===== config.mk =====
export PLATFORM = sky130hd
export DESIGN_NAME = pfde_ctrl
export DESIGN_NICKNAME = d
export VERILOG_FILES = /design/src/pfde_pkg.sv /design/src/pfde_ctrl.sv
export SDC_FILE = /design/constraint.sdc
export NUM_CORES = 1
export LEC_CHECK = 0
export BUFFER_PORTS_ARGS = -buffer_cell sky130_fd_sc_hd__buf_2
export CAP_MARGIN = 40
export CORE_AREA = 4 4 41 43
export DETAILED_ROUTE_END_ITERATION = 16
export DIE_AREA = 0 0 45 47
export SKIP_LAST_GASP = 1
export SLEW_MARGIN = 25
export SYNTH_ARGS = -nofsm -noshare
export SYNTH_HDL_FRONTEND = slang
export SYNTH_SLANG_ARGS = --single-unit

===== constraint.sdc =====
create_clock -name clk_i -period 1.3 [get_ports clk_i]
set_input_delay 0.26 -clock clk_i [delete_from_list [all_inputs] [get_ports clk_i]]
set_output_delay 0.26 -clock clk_i [all_outputs]
set_load 0.1 [all_outputs]

===== src/pfde_pkg.sv =====
package pfde_pkg;

  // default screen size
  localparam int unsigned SCREEN_WIDTH_DEFAULT  = 128;
  localparam int unsigned SCREEN_HEIGHT_DEFAULT = 128;

  // command codes
  typedef enum logic [2:0] {
    OP_READ   = 3'd0,
    OP_SET    = 3'd1,
    OP_FILL   = 3'd2,
    OP_RECT   = 3'd3,
    OP_CIRCLE = 3'd4
  } op_e;

  // controller states
  typedef enum logic [2:0] {
    ST_IDLE,
    ST_BOUNDS,
    ST_START,
    ST_SWEEP,
    ST_DRAIN,
    ST_READ,
    ST_RESULT
  } ctl_state_e;

  // controller to datapath
  typedef struct packed {
    logic capture;
    logic clear;
    logic bounds;
    logic start;
    logic step;
    logic read;
    logic load_result;
  } pfde_cmd_t;

  // datapath to controller
  typedef struct packed {
    logic is_read;
    logic span_empty;
    logic span_last;
    logic pipe_busy;
  } pfde_stat_t;

  // fixed sixteen-color palette
  function automatic logic [23:0] palette_rgb(input logic [3:0] idx);
    logic [23:0] rgb;
    unique case (idx)
      4'd0:  rgb = 24'h000000;
      4'd1:  rgb = 24'h1D2B53;
      4'd2:  rgb = 24'h7E2553;
      4'd3:  rgb = 24'h008751;
      4'd4:  rgb = 24'hAB5236;
      4'd5:  rgb = 24'h5F574F;
      4'd6:  rgb = 24'hC2C3C7;
      4'd7:  rgb = 24'hFFF1E8;
      4'd8:  rgb = 24'hFF004D;
      4'd9:  rgb = 24'hFFA300;
      4'd10: rgb = 24'hFFEC27;
      4'd11: rgb = 24'h00E436;
      4'd12: rgb = 24'h29ADFF;
      4'd13: rgb = 24'h83769C;
      4'd14: rgb = 24'hFF77A8;
      4'd15: rgb = 24'hFFCCAA;
    endcase
    return rgb;
  endfunction

endpackage


===== src/pfde_ctrl.sv =====
module pfde_ctrl
  import pfde_pkg::*;
(
  input  logic       clk_i,
  input  logic       rst_ni,
  input  logic       in_valid_i,
  output logic       in_ready_o,
  output logic       out_valid_o,
  input  logic       out_ready_i,
  input  pfde_stat_t stat_i,
  output pfde_cmd_t  cmd_o
);

  ctl_state_e state_q, state_d;
  logic       clear_q, clear_d;
  logic       out_valid_q, out_valid_d;

  // state, clear pass flag and result valid
  always_ff @(posedge clk_i or negedge rst_ni) begin
    if (!rst_ni) begin
      state_q     <= ST_BOUNDS;
      clear_q     <= 1'b1;
      out_valid_q <= 1'b0;
    end else begin
      state_q     <= state_d;
      clear_q     <= clear_d;
      out_valid_q <= out_valid_d;
    end
  end

  // next state and commands
  always_comb begin
    state_d    = state_q;
    clear_d    = clear_q;
    cmd_o      = '0;
    in_ready_o = 1'b0;
    unique case (state_q)
      ST_IDLE: begin
        in_ready_o    = 1'b1;
        cmd_o.capture = in_valid_i;
        if (in_valid_i) begin
          state_d = ST_BOUNDS;
        end
      end
      ST_BOUNDS: begin
        cmd_o.bounds = 1'b1;
        cmd_o.clear  = clear_q;
        state_d      = ST_START;
      end
      ST_START: begin
        cmd_o.start = 1'b1;
        priority if (!clear_q && stat_i.is_read) begin
          state_d = ST_READ;
        end else if (stat_i.span_empty) begin
          state_d = ST_RESULT;
        end else begin
          state_d = ST_SWEEP;
        end
      end
      ST_SWEEP: begin
        cmd_o.step = 1'b1;
        if (stat_i.span_last) begin
          state_d = ST_DRAIN;
        end
      end
      ST_DRAIN: begin
        if (!stat_i.pipe_busy) begin
          if (clear_q) begin
            clear_d = 1'b0;
            state_d = ST_IDLE;
          end else begin
            state_d = ST_RESULT;
          end
        end
      end
      ST_READ: begin
        cmd_o.read = 1'b1;
        state_d    = ST_RESULT;
      end
      ST_RESULT: begin
        if (!out_valid_q || out_ready_i) begin
          cmd_o.load_result = 1'b1;
          state_d           = ST_IDLE;
        end
      end
      default: begin
        state_d = ST_IDLE;
      end
    endcase
  end

  // output register valid
  always_comb begin
    if (cmd_o.load_result) begin
      out_valid_d = 1'b1;
    end else if (out_ready_i) begin
      out_valid_d = 1'b0;
    end else begin
      out_valid_d = out_valid_q;
    end
  end

  assign out_valid_o = out_valid_q;

endmodule


# After elaboration in Yosys (flattened, before gate mapping)

Index checks and enable logic that the tools add are counted.

$add $sub $neg: 0
Multipliers: 0
Div/mod/pow operators: 0
Order comparisons: 0
Eq/ne operators: 10
Shifts and indexed selects: 0
Muxes and demuxes: 18
Bitwise gates (word level): 1
Reduce and logical (&&, ||, !) cells: 8

Operators with widths:

| cell                                                             | count |
|---|---|
| 3-bit two-way mux                                                | 7 |
| 3-bit case mux with 7 select lines                               | 1 |
| 3-bit == test (second input constant)                            | 3 |
| 1-bit two-way mux                                                | 9 |
| 2-bit != test (second input constant)                            | 4 |
| 3-bit by 2-bit == test with 1-bit output (second input constant) | 2 |
| 4-bit AND reduction                                              | 1 |
| 3-bit by 1-bit == test with 1-bit output (second input constant) | 1 |
| 3-bit zero test                                                  | 1 |
| 1-bit zero test                                                  | 2 |
| 2-bit two-way mux                                                | 1 |
| 2-bit AND reduction                                              | 1 |
| 2-bit nonzero test                                               | 1 |
| 1-bit logical AND                                                | 1 |
| 1-bit logical OR                                                 | 1 |
| 1-bit inverter                                                   | 1 |

Register bits after elaboration: 5
Bits in latches: 0
RAM bits: 0
Memory bits (read-only): 0
Input bits: 8
Output and inout port bits: 9
Word-level logic and storage cells: 40
Memories kept: 0

# Depth between registers and ports, before layout

Word-level depth: 5
Gate-level depth with buffers: 5
Gate-level depth less buffers: 4

# Worst setup path before layout

OpenSTA, ideal clock, no wires.

Path kind: register -> output
Start: register state_q[0]
End: output port cmd_o[5] (netlist bit)
Arrival time: 3.619 ns
Data required time: 1.040 ns
Path slack: -2.579 ns
Stages on the path, launching flop included: 4
Path buffers: 1
Path through: dfstp_2 buf_6 clkinv_4 nor4_1

RTL lines:

| element                  | line            | RTL |
|---|---|---|
| start: declaration       | pfde_ctrl.sv:14 | `ctl_state_e state_q, state_d;` |
| start signal: assignment | pfde_ctrl.sv:25 | `state_q <= state_d;` |
| end: declaration         | pfde_ctrl.sv:11 | `output pfde_cmd_t cmd_o` |

==> out/qor.csv <==
metric;value;unit
status;complete, but fails checks;
violations;setup timing;
routed_wl;1360;um
syn_inst;48;
clk_latency;250;ps
yosys_warnings;0;
synth_edf_count;0;
place_congestion;0.811;
path_clk_slew;50;ps
crit_chain;clkinv_8 > nor4_4 > buf_12;
synth_top_area_frac;0.183;
syn_area_per_cell;8.52;um^2
grt_pass1_vias;467;
max_freq;590;MHz
crit_slowest_cell;dfstp_2;
num_vias;483;
drive_gt1_frac;0.671;
dr.first_iter.drc_count;8;
antenna_found_initial;0;
cts_num_sinks;5;
fillCellCount;104;
clock_tree.buffer_depth;2;
grt_pass1_wl;2230;um
syn-num-nets;56;
crit_arrival;1440;ps
ys_types;30;
cts_root_buf;clkbuf_4;
cts-htree-levels;1;
hpwlAfterDp;960;um
crit_type;flip-flop to output port;
area_growth;112;%
cts_tree;built;
maxSlewViolCount;0;
ys_top_cells_by_count;6 x nor2_1, 3 x a21oi_1, 3 x dfrtp_1, 3 x nand2_1;
setup_violations;9;
netlist_area;409;um^2
avgRoutedWirePerCell;15.0;um
worst_setup_path_end_kind;output port;
synth.ff_latch_count;5;
yosysTopAreaCell;dfrtp_1;
io_buffer_count;16;
setup_ws;-395;ps
ys.flop_type;dfrtp_1;
post-route-min-period;1700;ps
finalCritPeriodShare;1.30;
die_w;45;um
drtPass1Iterations;4;
grt.overflow.total;0;
die_y;47;um
antenna_left;0;
hold_violations;0;
cts_made_buffers;3;
worstPathRequired;1040;ps
antenna_cells;0;
start_util;0.314;
final_util;0.666;
dieArea;2120;um^2
cp_slowest_stage_delay;590;ps
worstPathMaxFanout;6;
pin_count;17;
slew_headroom;0.813;
tightest_slew;278;ps
min_path_type;input pin to flip-flop;
async_flop_share;1.00;
cp_top_family;flip-flops;
synth.most_common_cell;nor2_1;
num_rows;13;
grt.total_usage;0.153;
drcViolationCount;0;
drv_cap;0;
netlist_top_cells_area;dfrtp_1 18%, dfstp_2 13%, buf_6 5.5%;
ys_seq_area_frac;0.312;
clock_skew;4.80;ps
cp_num_buf_inv;2;
cp-start-kind;flip-flop;
core;1300;um^2
grt_max_degree;11;
rsz0062_at_grt;true;
num-nets-final;85;
vias_per_cell;5.31;
-- flip-flops by register name, indices dropped and copies added (netlist names) --
| register | cells |
|---|---|
| state_q | 3 |
| out_valid_o | 1 |
| clear_q | 1 |
-- area by class of cell --
| class | count | area [um^2] | share of cell area |
|---|---|---|---|
| well taps | 15 | 18.8 | 0.0216 |
| repair buffers | 29 | 344 | 0.397 |
| inverters | 2 | 20.0 | 0.0231 |
| clock buffers | 4 | 26.3 | 0.0303 |
| flip-flops and latches | 5 | 131 | 0.152 |
| multi-input cells | 36 | 327 | 0.377 |
-- routing by layer --
| layer | track usage | wire length, um | part of all wire |
|---|---|---|---|
| met5 | 0 | 0 | 0 |
| met2 | 0.240 | 657 | 0.48 |
| met1 | 0.179 | 553 | 0.41 |
| met4 | 0.0994 | 40 | 0.029 |
| met3 | 0.0498 | 113 | 0.083 |
-- cell usage in the layout (no fill, tap or decap), types with 2 or more instances in the layout --
| master | synthesis | layout |
|---|---|---|
| buf_12 | 0 | 11 |
| a21oi_1 | 3 | 2 |
| nor2_1 | 6 | 4 |
| nor2_4 | 0 | 2 |
| buf_2 | 1 | 7 |
| buf_4 | 2 | 9 |
| dfrtp_1 | 3 | 2 |
| dfstp_2 | 2 | 2 |
| nand2_1 | 3 | 3 |
| nor3_4 | 0 | 2 |
| o311ai_1 | 1 | 2 |
| clkbuf_4 | 0 | 3 |
-- stage by stage --
| stage | hold WS (ps) | area [um^2] | setup TNS (ps) | std cells | worst slack, ps |
|---|---|---|---|---|---|
| 6_report | 269 | 867 | -2770 | 91 | -395 |
| 5_1_grt | 270 | 867 | -3100 | 91 | -435 |
| 4_1_cts | 266 | 850 | -2750 | 90 | -398 |
| 3_5_place_dp | 87.1 | 772 | -648 | 82 | -168 |
| 3_3_place_gp | 86.1 | 772 | -492 | 82 | -127 |
| 2_1_floorplan | -35.6 | 522 | -3550 | 48 | -877 |
-- kinds of logic (layout without fill, tap and decap cells) --
group / after synthesis / in the layout / synth area share
compound gates: 11 / 11 / 0.202
buf+inv: 7 / 35 / 0.135
flops: 5 / 5 / 0.312
mux: 1 / 1 / 0.0275
simple gates: 24 / 24 / 0.324
-- worst reg2reg max path, stage by stage (launching register included) --
cell and delay [ps]:
dfstp_2 590, buf_4 210, nor2_1 70, mux2_4 260, a22o_1 210
-- final timing paths --
check                                start         end  cells past startpoint  slack [ps]
min in group asynchronous           rst_ni  state_q[2]                      2         360
worst max register to register  state_q[0]  state_q[1]                      4        -160
worst min register to register     clear_q     clear_q                      1         480
worst min-delay path             stat_i[0]     clear_q                      2         270
worst max-delay path            state_q[0]    cmd_o[5]                      3        -400
max in group asynchronous           rst_ni     clear_q                      2         710
-- timing repair --
action | CTS | global route
endpoints found under the hold margin | 3 | 0
pin swaps | 3 | 1
setup buffers | 3 | 1
hold buffers | 1 | 0
gates resized for setup | 5 | 4
gates cloned | 0 | 0
setup endpoints to repair | 10 | 11
Power is not shown: default switching activity piles up to over one toggle a cycle in this logic, so the estimate is an artifact.
